`src/rtl/mssd_pkg.sv`:
```
// ----------------------------------------------------------------------------
// mssd_pkg
// Shared types, constants and helpers for the fewest-squares core.
// ----------------------------------------------------------------------------
`default_nettype none

package mssd_pkg;

  localparam int TARGET_W = 12;
  localparam int COUNT_W  = 3;

  // Count marks held in the scratch table
  localparam logic [COUNT_W-1:0] COUNT_ZERO = 3'd0;
  localparam logic [COUNT_W-1:0] INF_MARK   = 3'd7;

  // Commands from the controller to the datapath
  typedef struct packed {
    logic load;        // latch target, reset counters
    logic init_step;   // write one table entry with its start value
    logic pass_step;   // issue one read-modify-write of the current pass
    logic final_read;  // issue the read of the answer entry
    logic capture;     // latch the answer entry
    logic emit;        // move the answer into the output register
  } cmd_t;

  // Status from the datapath to the controller
  typedef struct packed {
    logic init_last;   // current init step writes the target entry
    logic pass_done;   // next square lies above the target
  } status_t;

  // One plus a count, held at the infinity mark
  function automatic logic [COUNT_W-1:0] sat_inc(input logic [COUNT_W-1:0] v);
    logic [COUNT_W-1:0] r;
    r = (v >= INF_MARK) ? INF_MARK : v + COUNT_W'(1);
    return r;
  endfunction

endpackage

`default_nettype wire

```
`src/rtl/mssd_ctrl.sv`:
```
// ----------------------------------------------------------------------------
// mssd_ctrl
// Sequencer for one query: table init, square passes, answer read, output.
// ----------------------------------------------------------------------------
`default_nettype none

module mssd_ctrl (
  input  wire logic              clk,
  input  wire logic              rst,
  input  wire logic              in_valid,
  output logic                   in_stall,
  output logic                   out_valid,
  input  wire logic              out_stall,
  output mssd_pkg::cmd_t         cmd,
  input  wire mssd_pkg::status_t status
);

  import mssd_pkg::*;

  typedef enum logic [2:0] {
    S_IDLE,
    S_INIT,
    S_PASS,
    S_FINAL,
    S_DONE
  } state_t;

  state_t state;
  state_t state_next;
  logic   out_free;

  assign in_stall = (state != S_IDLE);
  assign out_free = !out_valid || !out_stall;

  // Decode commands and next state
  always_comb begin
    cmd        = '0;
    state_next = state;
    unique case (state)
      S_IDLE: begin
        if (in_valid) begin
          cmd.load   = 1'b1;
          state_next = S_INIT;
        end
      end
      S_INIT: begin
        cmd.init_step = 1'b1;
        if (status.init_last) begin
          state_next = S_PASS;
        end
      end
      S_PASS: begin
        if (status.pass_done) begin
          cmd.final_read = 1'b1;
          state_next     = S_FINAL;
        end else begin
          cmd.pass_step = 1'b1;
        end
      end
      S_FINAL: begin
        cmd.capture = 1'b1;
        state_next  = S_DONE;
      end
      S_DONE: begin
        if (out_free) begin
          cmd.emit   = 1'b1;
          state_next = S_IDLE;
        end
      end
      default: begin
        state_next = S_IDLE;
      end
    endcase
  end

  // Hold state and output valid
  always_ff @(posedge clk) begin
    if (rst) begin
      state     <= S_IDLE;
      out_valid <= 1'b0;
    end else begin
      state <= state_next;
      if (cmd.emit) begin
        out_valid <= 1'b1;
      end else if (!out_stall) begin
        out_valid <= 1'b0;
      end
    end
  end

  a_cmd_onehot: assert property (@(posedge clk) disable iff (rst)
    $onehot0(cmd))
    else $error("more than one datapath command at once");

  a_emit_free: assert property (@(posedge clk) disable iff (rst)
    (out_valid && out_stall) |-> !cmd.emit)
    else $error("output register overwritten while stalled");

  a_load_busy: assert property (@(posedge clk) disable iff (rst)
    cmd.load |=> in_stall)
    else $error("input taken again right after a load");

  a_emit_valid: assert property (@(posedge clk) disable iff (rst)
    cmd.emit |=> out_valid)
    else $error("emitted item not presented");

endmodule

`default_nettype wire

```
`config.mk`:
```
export PLATFORM = sky130hd
export DESIGN_NAME = mssd_ctrl
export DESIGN_NICKNAME = d
export VERILOG_FILES = /design/src/rtl/mssd_pkg.sv /design/src/rtl/mssd_ctrl.sv
export SDC_FILE = /design/constraint.sdc
export NUM_CORES = 1
export LEC_CHECK = 0
export BUFFER_PORTS_ARGS = -buffer_cell sky130_fd_sc_hd__buf_2
export CAP_MARGIN = 10
export CORE_AREA = 2 2 39 41
export CTS_CLUSTER_DIAMETER = 120
export DETAILED_ROUTE_END_ITERATION = 16
export DIE_AREA = 0 0 41 43
export PLACE_DENSITY = 0.37
export SLEW_MARGIN = 20
export SYNTH_ARGS = -nofsm -noshare
export SYNTH_HDL_FRONTEND = slang
export SYNTH_SLANG_ARGS = --single-unit
```
`constraint.sdc`:
```
create_clock -name clk -period 2.5 [get_ports clk]
set_input_delay 0.125 -clock clk [delete_from_list [all_inputs] [get_ports clk]]
set_output_delay 0.125 -clock clk [all_outputs]
set_load 0.01 [all_outputs]
```
# Word level (Yosys, flattened, before mapping)

Cells that the tools add are included.

Equal/unequal tests: 9
Mux-type cells: 16
Reductions and logical operators: 6

Operators by type and width:

| operator           | number |
|---|---|
| $pmux 3 s5         | 1 |
| $mux 3             | 4 |
| $mux 1             | 10 |
| $ne 2x2->1 const B | 4 |
| $eq 3x2->1 const B | 2 |
| $reduce_and 4->1   | 1 |
| $eq 3x1->1 const B | 1 |
| $eq 3x3->1 const B | 1 |
| $logic_not 3->1    | 1 |
| $reduce_bool 3->1  | 1 |
| $logic_not 1->1    | 2 |
| $mux 2             | 1 |
| $ne 2x1->1 const B | 1 |
| $logic_or 1x1->1   | 1 |

Bits in registers: 4
Bits of input ports: 6
Output and inout port bits: 8
Word-level logic and storage cells: 33

# Depth between registers and ports, before layout

Depth in word-level cells: 5
Gate-level depth with buffers: 3
Gate-level depth less buffers: 2

# Least setup slack after synthesis

No wires, ideal clock.

Path type: reg-to-output
Start point: register state[0]
End point: output cmd[5] (netlist bit)
Data arrival time: 1.052 ns
Required time: 2.375 ns
Slack: 1.323 ns
Stages on the path, launching flop included: 4
Buffers on the path: 1
Cells stage by stage: dfxtp_1 > clkbuf_1 > or3_1 > nor2_1

RTL lines:

| item                   | line            | RTL |
|---|---|---|
| start, declared        | mssd_ctrl.sv:28 | `state_t state;` |
| start signal, assigned | mssd_ctrl.sv:82 | `state <= state_next;` |
| end, declared          | mssd_ctrl.sv:14 | `output mssd_pkg::cmd_t cmd,` |

==> flow_metrics.env <==
export IMPL_criticalPathCategory="reg -> out"
export IMPL_cts_tree="built"
export IMPL_cts_sinks=4
export IMPL_reg2reg_to="state[0]"
export IMPL_synth_distinct_cells=21
export IMPL_insertion_delay_ns=0.23
export IMPL_port_buffers=13
export IMPL_finalWorstSetupSlack_ns=1.04
export IMPL_numCtsBuffers=3
export IMPL_track_usage_pct=8.94
export IMPL_syn_nets=32
export IMPL_syn_cell_area_um2=243
export IMPL_rsz0062_at_grt="false"
export IMPL_crit_required_ns=2.38
export IMPL_drive_gt1_share_pct=50.0
export IMPL_worstPathCellList="or3b_4, a21oi_1, buf_2"
export IMPL_grt_pass1_wl_um=972
export IMPL_setup_viol=0
export IMPL_final_cell_area_um2=339
export IMPL_status="finished clean"
export IMPL_diodes=0
export IMPL_fin_crit_sh_pct=58.5
export IMPL_path_clk_slew_ns=0.03
export IMPL_min_path_cells=2
export IMPL_finalPower_mw=0.185
export IMPL_drtIter0Drc=2
export IMPL_path_depth=3
export IMPL_timing_rr_start="state[1]"
export IMPL_cpMaxStageDelayCell="dfxtp_1"
export IMPL_maxCapViolations=0
export IMPL_post_cts_setup_buffer_count=0
export IMPL_ant_nets=0
export IMPL_cp_max_fo=8
export IMPL_clock_path_buffers=2
export IMPL_drt_first_pass_iters=2
export IMPL_hold_viol=0
export IMPL_synthArstFlopShare_pct=0
export IMPL_ys_top_cells_by_area="dfxtp_1, and4bb_2, o31ai_2"
export IMPL_p_leak_nw=0.168
export IMPL_fin_crit_ns=1.46
export IMPL_die_area_um2=1760
export IMPL_vdd_drop_max_uv=301
export IMPL_wl_um=563
export IMPL_fp_coreArea_um2=1380
export IMPL_synth_area_per_cell_um2=9.34
export IMPL_r2r_slack_ns=1.33
export IMPL_powerDensity_nw_per_um2=546
export IMPL_drc_errors=0
export IMPL_synth_most_common_cell="dfxtp_1"
export IMPL_dp_hpwl_um=444
export IMPL_whs_endpoint="out_valid"
export IMPL_start_util_pct=17.5
export IMPL_hold_path_startpoint="rst"
export IMPL_reg2regPathDepth=2
export IMPL_wire_per_inst_um=10.1
export IMPL_yosysSeqAreaShare_pct=33.0
export IMPL_post_place_ws_ns=1.29
export IMPL_worstMarginPinSlew_ns=0.299
export IMPL_cts_hold_buf=0
export IMPL_synthCells=26
export IMPL_avgViaCountPerCell=4.48
export IMPL_post_cts_resized=0
export IMPL_max_slew_margin_rel_pct=80.0
export IMPL_synth_warning_count=0
export IMPL_fill_cells=159
export IMPL_hold_path_class="in -> reg"
export IMPL_io_pins=14
export IMPL_worst_ep_arrival_time_ns=1.34
export IMPL_yosysTopAreaCellShare_pct=33.0
export IMPL_final_max_slew_viol_count=0
export IMPL_critical_path_top_delay_family="flip-flops"
export IMPL_vias=251
export IMPL_startpoint_type="flop"
export IMPL_grt_pass1_vias=245
export IMPL_worstSetupEndpointType="primary output"
export IMPL_path_buf_inv=1
export IMPL_synthTopCellsByCount="dfxtp_1, a21oi_1, nor2_1"
export IMPL_dpl_cell_area_um2=317
export IMPL_fin_tns_setup_ns=0
export IMPL_synth_flop_cell="dfxtp_1"
export IMPL_fmax_mhz=683
export IMPL_die_x_um=41
export IMPL_synth_top_cell_by_area="dfxtp_1"
export IMPL_antenna_found_initial=0
export IMPL_place_congestion=0.686
export IMPL_synthToLayoutAreaGrowth_pct=39.7
export IMPL_num_rows=14
export IMPL_clockRootBuffer="clkbuf_4"
export IMPL_postLayoutCoreUtil_pct=24.5
export IMPL_htree_levels=1
export IMPL_overflow=0
export IMPL_die_h_um=43
export IMPL_synth_edf_count=0
export IMPL_nets=48
export IMPL_grt_max_degree=12
export IMPL_skew_ns=0.00163
export IMPL_ys_seq_elements=4
export IMPL_cp_slowest_stage_delay_ns=0.42
[worst max path at each step]
stage | endpoint | startpoint | slack [ns]
finish | cmd[0] | state[2] | 1.04
detailed placement | cmd[0] | state[2] | 1.29
global route | cmd[0] | state[2] | 0.97
CTS | cmd[0] | state[2] | 1.03
global placement | cmd[0] | state[2] | 1.32
floorplan | cmd[5] | state[0] | 1.32
[state kept, by name (all words and copies together), names as in the netlist]
signal / cells
out_valid: 1
state: 3
[cell families (layout without fill, tap and decap cells)]
| kind of cell | Yosys count | count (layout) | share of synthesized area (%) |
|---|---|---|---|
| AND/OR/NAND/NOR | 12 | 12 | 37.6 |
| AO/OA/AOI/OAI | 6 | 6 | 18.6 |
| buffers and inverters | 3 | 17 | 6.18 |
| multiplexers | 1 | 1 | 4.64 |
| flip-flops | 4 | 4 | 33.0 |
[cell type report]
class / instances / area (µm²) / area share (%)
multi-input cells: 19 / 148 / 43.5
inverters: 1 / 3.75 / 1.11
flip-flops and latches: 4 / 80.1 / 23.6
well taps: 16 / 20.0 / 5.90
clock buffers: 3 / 22.5 / 6.64
repair buffers: 13 / 65.1 / 19.2
[metal layers]
metal	vias up	wire length [µm]	track usage, %
met5	-	0	0
met1	118	235	8.71
met4	0	10	8.00
li1	124	-	-
met3	2	40	6.81
met2	7	276	11.6
[cell usage in the layout, fill, tap and decap left out, drive strengths merged]
cell	netlist	routed
and3b	1	1
a21boi	1	1
nand2b	1	1
a21oi	2	2
nor2	2	2
clkbuf	1	3
nand3b	1	1
or3b	1	1
nand4bb	1	1
o211a	1	1
dfxtp	4	4
nor3b	1	1
inv	1	1
o31ai	1	1
nor4b	1	1
o21ai	1	1
or3	1	1
mux2	1	1
and4bb	1	1
nand2	1	1
buf	1	13
[where the power goes]
group / total (mW) / internal (mW) / switching (mW)
Clock: 0.0792 / 0.0536 / 0.0256
Combinational: 0.0315 / 0.0173 / 0.0142
Sequential: 0.0743 / 0.0675 / 0.00688
Total: 0.185 / 0.138 / 0.0467
[stage by stage]
step                      cells  hold WS, ns
after CTS                    56        0.110
after global placement       53        0.343
after floorplan              26        0.194
after global routing         56        0.127
final                        56        0.121
after detailed placement     53        0.368
(Power assumes the default switching activity.)
